File: src/sv/on_demand_route_table_macros.svh
// Assertion macros used by the route table controller.
`ifndef ON_DEMAND_ROUTE_TABLE_MACROS_SVH
`define ON_DEMAND_ROUTE_TABLE_MACROS_SVH

// Same-cycle implication, checked out of reset.
`define ODRT_ASSERT_NOW(lbl, ante, cons, msg) \
    lbl: assert property (@(posedge aclk) disable iff (!aresetn) (ante) |-> (cons)) \
        else $error(msg);

// Next-cycle implication, checked out of reset.
`define ODRT_ASSERT_NEXT(lbl, ante, cons, msg) \
    lbl: assert property (@(posedge aclk) disable iff (!aresetn) (ante) |=> (cons)) \
        else $error(msg);

`endif

File: src/sv/odrt_pkg.sv
// Shared types, constants and codes of the route table engine.
package odrt_pkg;

    localparam int NODE_COUNT_DEF = 16;
    localparam int MAC_W          = 48;
    localparam int RT_WORD_W      = 32 + 8 + 4 + MAC_W;

    localparam logic [MAC_W-1:0] MAC_BCAST = {MAC_W{1'b1}};

    // Item kinds
    localparam logic [1:0] KIND_RREQ  = 2'd0;
    localparam logic [1:0] KIND_RREP  = 2'd1;
    localparam logic [1:0] KIND_DATA  = 2'd2;
    localparam logic [1:0] KIND_LOCAL = 2'd3;

    // Result actions
    localparam logic [2:0] ACT_FLOOD   = 3'd0;
    localparam logic [2:0] ACT_REPLY   = 3'd1;
    localparam logic [2:0] ACT_FWD_REP = 3'd2;
    localparam logic [2:0] ACT_FWD_DAT = 3'd3;
    localparam logic [2:0] ACT_DELIVER = 3'd4;
    localparam logic [2:0] ACT_HOLD    = 3'd5;
    localparam logic [2:0] ACT_FOUND   = 3'd6;

    // Configuration register indexes
    localparam logic CFG_STALE = 1'b0;
    localparam logic CFG_SELF  = 1'b1;

    typedef struct packed {
        logic [2:0]       action;
        logic [MAC_W-1:0] peer_mac;
        logic [3:0]       out_port;
        logic [3:0]       from_node;
        logic [3:0]       to_node;
        logic [7:0]       hops_out;
        logic [15:0]      bcast_out;
        logic             reply_flag_out;
        logic             forced_out;
    } result_t;

    // Controller to datapath
    typedef struct packed {
        logic load;
        logic rd_s;
        logic upd_s;
        logic rd_d;
        logic dec;
        logic sel;
        logic clr;
    } cmd_t;

    // Datapath to controller
    typedef struct packed {
        logic       skip;
        logic [1:0] nres;
        logic       clr_done;
    } status_t;

endpackage

File: src/sv/odrt_ctrl.sv
// Sequencer of the route table engine: clear pass, table access steps, result beats.
`include "on_demand_route_table_macros.svh"
module odrt_ctrl import odrt_pkg::*; (
    input  logic    aclk,
    input  logic    aresetn,
    input  logic    s_tvalid,
    output logic    s_tready,
    output logic    m_tvalid,
    input  logic    m_tready,
    output logic    m_tlast,
    input  status_t status,
    output cmd_t    cmd
);

    typedef enum logic [7:0] {
        ST_CLEAR = 8'b0000_0001,
        ST_IDLE  = 8'b0000_0010,
        ST_RDS   = 8'b0000_0100,
        ST_UPDS  = 8'b0000_1000,
        ST_RDD   = 8'b0001_0000,
        ST_DEC   = 8'b0010_0000,
        ST_OUT0  = 8'b0100_0000,
        ST_OUT1  = 8'b1000_0000
    } state_t;

    state_t state_reg, state_next;

    // Handshake outputs
    assign s_tready = (state_reg == ST_IDLE);
    assign m_tvalid = ((state_reg == ST_OUT0) && (status.nres != 2'd0))
                      || (state_reg == ST_OUT1);
    assign m_tlast  = ((state_reg == ST_OUT0) && (status.nres == 2'd1))
                      || (state_reg == ST_OUT1);

    // Datapath commands
    always_comb begin
        cmd       = '0;
        cmd.clr   = (state_reg == ST_CLEAR);
        cmd.load  = (state_reg == ST_IDLE) && s_tvalid;
        cmd.rd_s  = (state_reg == ST_RDS);
        cmd.upd_s = (state_reg == ST_UPDS);
        cmd.rd_d  = (state_reg == ST_RDD);
        cmd.dec   = (state_reg == ST_DEC);
        cmd.sel   = (state_reg == ST_OUT1);
    end

    // Advance through the access steps
    always_comb begin
        state_next = state_reg;
        case (state_reg)
            ST_CLEAR: if (status.clr_done) state_next = ST_IDLE;
            ST_IDLE:  if (s_tvalid) state_next = ST_RDS;
            ST_RDS:   state_next = status.skip ? ST_IDLE : ST_UPDS;
            ST_UPDS:  state_next = ST_RDD;
            ST_RDD:   state_next = ST_DEC;
            ST_DEC:   state_next = ST_OUT0;
            ST_OUT0: begin
                if (status.nres == 2'd0) begin
                    state_next = ST_IDLE;
                end else if (m_tready) begin
                    state_next = (status.nres == 2'd1) ? ST_IDLE : ST_OUT1;
                end
            end
            ST_OUT1:  if (m_tready) state_next = ST_IDLE;
            default:  state_next = ST_CLEAR;
        endcase
    end

    always_ff @(posedge aclk) begin
        if (!aresetn) begin
            state_reg <= ST_CLEAR;
        end else begin
            state_reg <= state_next;
        end
    end

    `ODRT_ASSERT_NOW(a_no_overlap, s_tready, !m_tvalid, "input taken while a result beat is out")
    `ODRT_ASSERT_NEXT(a_accept_reads, s_tvalid && s_tready, state_reg == ST_RDS, "accept did not start a lookup")
    `ODRT_ASSERT_NEXT(a_last_ends, m_tvalid && m_tready && m_tlast, s_tready, "final beat did not return to idle")
    `ODRT_ASSERT_NOW(a_last_valid, m_tlast, m_tvalid, "tlast without a result beat")

endmodule

File: config.mk
export PLATFORM = sky130hd
export DESIGN_NAME = odrt_ctrl
export DESIGN_NICKNAME = d
export VERILOG_FILES = /design/src/sv/odrt_pkg.sv /design/src/sv/odrt_ctrl.sv
export VERILOG_INCLUDE_DIRS = /design/src /design/src/sv
export SDC_FILE = /design/constraint.sdc
export NUM_CORES = 1
export LEC_CHECK = 0
export BUFFER_PORTS_ARGS = -buffer_cell sky130_fd_sc_hd__buf_2
export CAP_MARGIN = 20
export CORE_AREA = 2 2 39 41
export CTS_BUF_LIST = sky130_fd_sc_hd__clkbuf_4 sky130_fd_sc_hd__clkbuf_8 sky130_fd_sc_hd__clkbuf_16
export CTS_CLUSTER_SIZE = 8
export DETAILED_ROUTE_END_ITERATION = 16
export DIE_AREA = 0 0 41 43
export GPL_ROUTABILITY_DRIVEN = 1
export GPL_TIMING_DRIVEN = 1
export MAX_ROUTING_LAYER = met4
export PLACE_DENSITY = 0.73
export SYNTH_ARGS = -nofsm -noshare
export SYNTH_HDL_FRONTEND = slang
export SYNTH_SLANG_ARGS = --single-unit
File: constraint.sdc
create_clock -name aclk -period 2 [get_ports aclk]
set_input_delay 0.3 -clock aclk [delete_from_list [all_inputs] [get_ports aclk]]
set_output_delay 0.3 -clock aclk [all_outputs]
set_load 0.005 [all_outputs]
==> run summary <==
Layout area overhead - 23.9%
num ports - 18
met2 wire len - 608 um
M1 WL - 612 um
die area - 1760 sq um
RePlAce Congestion - 0.742
final wirelength - 1290 um
max-cap violations - 0
Post-Synth Adder-Cell Area - 0%
fin nets - 96
port bufs - 17
Max VDD drop - 0.270 mV
clk_lat worst skew - 0.25 ns
Critical Path AT - 1.63 ns
drt drc - 0
CTS Root Cell - clkbuf_4
Worst setup EP type - primary output
Final Hold Viols - 0
vias in the first global route - 468
largest family of logic cells by synthesized area - simple AND/OR/NAND/NOR gates
total global-route track usage - 15.5%
die height - 43 um
pin count of the biggest net entering global routing - 9
CTS hold repair buffers - 0
first-pass GRT wire length - 1870 um
top layer in use - met4
simple-gate share of the synthesized area - 43.2%
Die X - 41 um
Setup CP Type - flip-flop to primary output
pin slew with the least headroom to its limit - 0.452 ns
ANT cells - 0
Slew headroom - 69.1%
clk slew on worst S/H paths - 0.05 ns
Placed Cells - 98
syn_nets - 76
CTS buffer count - 3
Final TNS setup - 0 ns
First DRT Iteration DRCs - 21
slowest stage delay, CP - 0.38 ns
register area share after synthesis - 28.6%
worst r2r src - state_reg[0]
CP Launch Type - flip-flop
Syn Std Cell Area - 559 sq um
RSZ-0062 raised after global routing - true
Max Fclk - 518 MHz
H-tree level count - 1
syn_area_per_cell - 8.22 sq um
drt via density - 5.54
Final Slew Violations - 0
crit path launch - state_reg[5]
Hold Crit Class - input port to flip-flop
worst-path cell chain - nor4_4, nand2_2, nor3_4, a21o_1, buf_2
DR pass1 iterations - 6
post-synthesis compound-gate area fraction - 18.6%
Synth Area in XOR/XNOR - 3.13%
Max Clock Skew - 0.00513 ns
synth unique cells - 28
reg2reg setup slack - 0.34 ns
RR Endpoint - state_reg[0]
initial antenna violation count - 0
R2R depth - 5
Initial Util - 40.4%
Sink Count - 8
post-route ant nets - 0
post-route minimum period - 1.93 ns
fill cell count - 126
worst path required time - 1.70 ns
via count - 565
#FFs+latches synth - 8
setup ws final - 0.0692 ns
Min Hold Slack - 0.230 ns
mux contribution to synthesized area - 0%
Worst Path Max Fanout - 6
total core area - 1380 sq um
GRT overflow - 0
Synth warnings - 0
final setup violating endpoints - 0
Hold Crit Start - status[3]
pre-CTS WS - 0.251 ns
hold depth - 2
Finished Layout Cells - 102
Slowest-stage cell, CP - dfxtp_1
num rows - 14
DR WL met3 - 54 um
DP HPWL - 956 um
Final Util - 50.1%
status - completed
max reg flops - 8
DR WL/cell - 12.6 um
clock tree buffer depth - 2
Mapped Cells - 68
CTS tree - yes
P_leak - 0.327 nW
share of layout cells above drive strength 1 - 34.9%
power per cell area - 749 nW/um^2
Min-Delay Endpoint - state_reg[3]
post-route clock period utilization - 96.5%
[cells in the final DEF, fill, tap and decap left out, types with 3 or more instances in the layout]
master and instances:
clkbuf_4 3, nand4b_1 3, nand2_1 4, buf_2 17, dfxtp_1 8, a21oi_1 3, nand2b_1 3, nor3b_1 3
nor2_1 14, inv_1 5
[routing by layer]
| layer | global-route usage [%] | vias up |
|---|---|---|
| li1 | - | 276 |
| met1 | 21.0 | 264 |
| met2 | 21.9 | 23 |
| met3 | 1.57 | 2 |
| met4 | 8.00 | 0 |
| met5 | - | - |
[worst max-delay path, delay by kind of cell (launching register included)]
family                 cells  cell delay (ns)
and+or+nand+nor            3             0.77
buffers and inverters      1             0.10
AOI/OAI and AO/OA          1             0.13
DFF                        1             0.38
[how the worst max path moves through the flow]
| stage | to | slack, ns | cells after the start |
|---|---|---|---|
| floorplan | m_tlast | 0.53 | 4 |
| finish | m_tlast | 0.07 | 5 |
| CTS | m_tlast | 0.07 | 5 |
| global placement | m_tlast | 0.26 | 5 |
| detailed placement | m_tlast | 0.25 | 5 |
| global route | m_tlast | -0.03 | 5 |
[Yosys cell counts (all sizes together)]
master | count | area, sq um
dfxtp | 8 | 160
nor3 | 3 | 15.0
nand3 | 1 | 5.00
a21o | 1 | 7.51
clkbuf | 1 | 5.00
nand2 | 6 | 32.5
a211o | 1 | 8.76
a211oi | 1 | 7.51
nand2b | 3 | 18.8
nor3b | 5 | 42.5
o21ai | 2 | 10.0
xor2 | 1 | 8.76
a21oi | 3 | 15.0
o21a | 1 | 7.51
inv | 5 | 18.8
a2111oi | 1 | 8.76
o32ai | 1 | 16.3
nand4b | 3 | 26.3
buf | 2 | 12.5
xnor2 | 1 | 8.76
nor2 | 14 | 52.6
nor4 | 2 | 42.5
and2 | 1 | 6.26
o32a | 1 | 22.5
[kinds of logic (layout without fill, tap and decap cells)]
group                     Yosys count  after routing
buffers and inverters               8             26
and+or+nand+nor                    38             38
xor gates and xnor gates            2              2
AOI/OAI and AO/OA                  12             12
DFF                                 8              8
[report_power, final]
group	leakage (nW)	internal, mW	switching, mW
Clock	0.0138	0.0685	0.0524
Combinational	0.248	0.0917	0.0977
Sequential	0.0650	0.174	0.0354
Total	0.327	0.334	0.185
[metrics by stage]
step / power [mW] / cell area (sq um)
floorplan: 0.347 / 559
global route: 0.548 / 693
global placement: 0.384 / 647
finish: 0.519 / 693
CTS: 0.511 / 674
detailed placement: 0.388 / 647
[area by class of cell]
cell class	count	area [sq um]	area share, %
multi-input cells	52	379	54.7
flip-flops and latches	8	160	23.1
repair buffers	18	92.6	13.4
clock buffers	3	22.5	3.25
well taps	16	20.0	2.89
inverters	5	18.8	2.71
[timing repair]
action / in CTS / in global routing
endpoints found under the setup margin: 1 / 3
endpoints found under the hold margin: 0 / 0
pin swaps: 0 / 3
gates cloned: 0 / 0
gates resized for setup: 1 / 2
setup buffers: 0 / 1
Note: power is estimated with default switching activity, not from simulation.
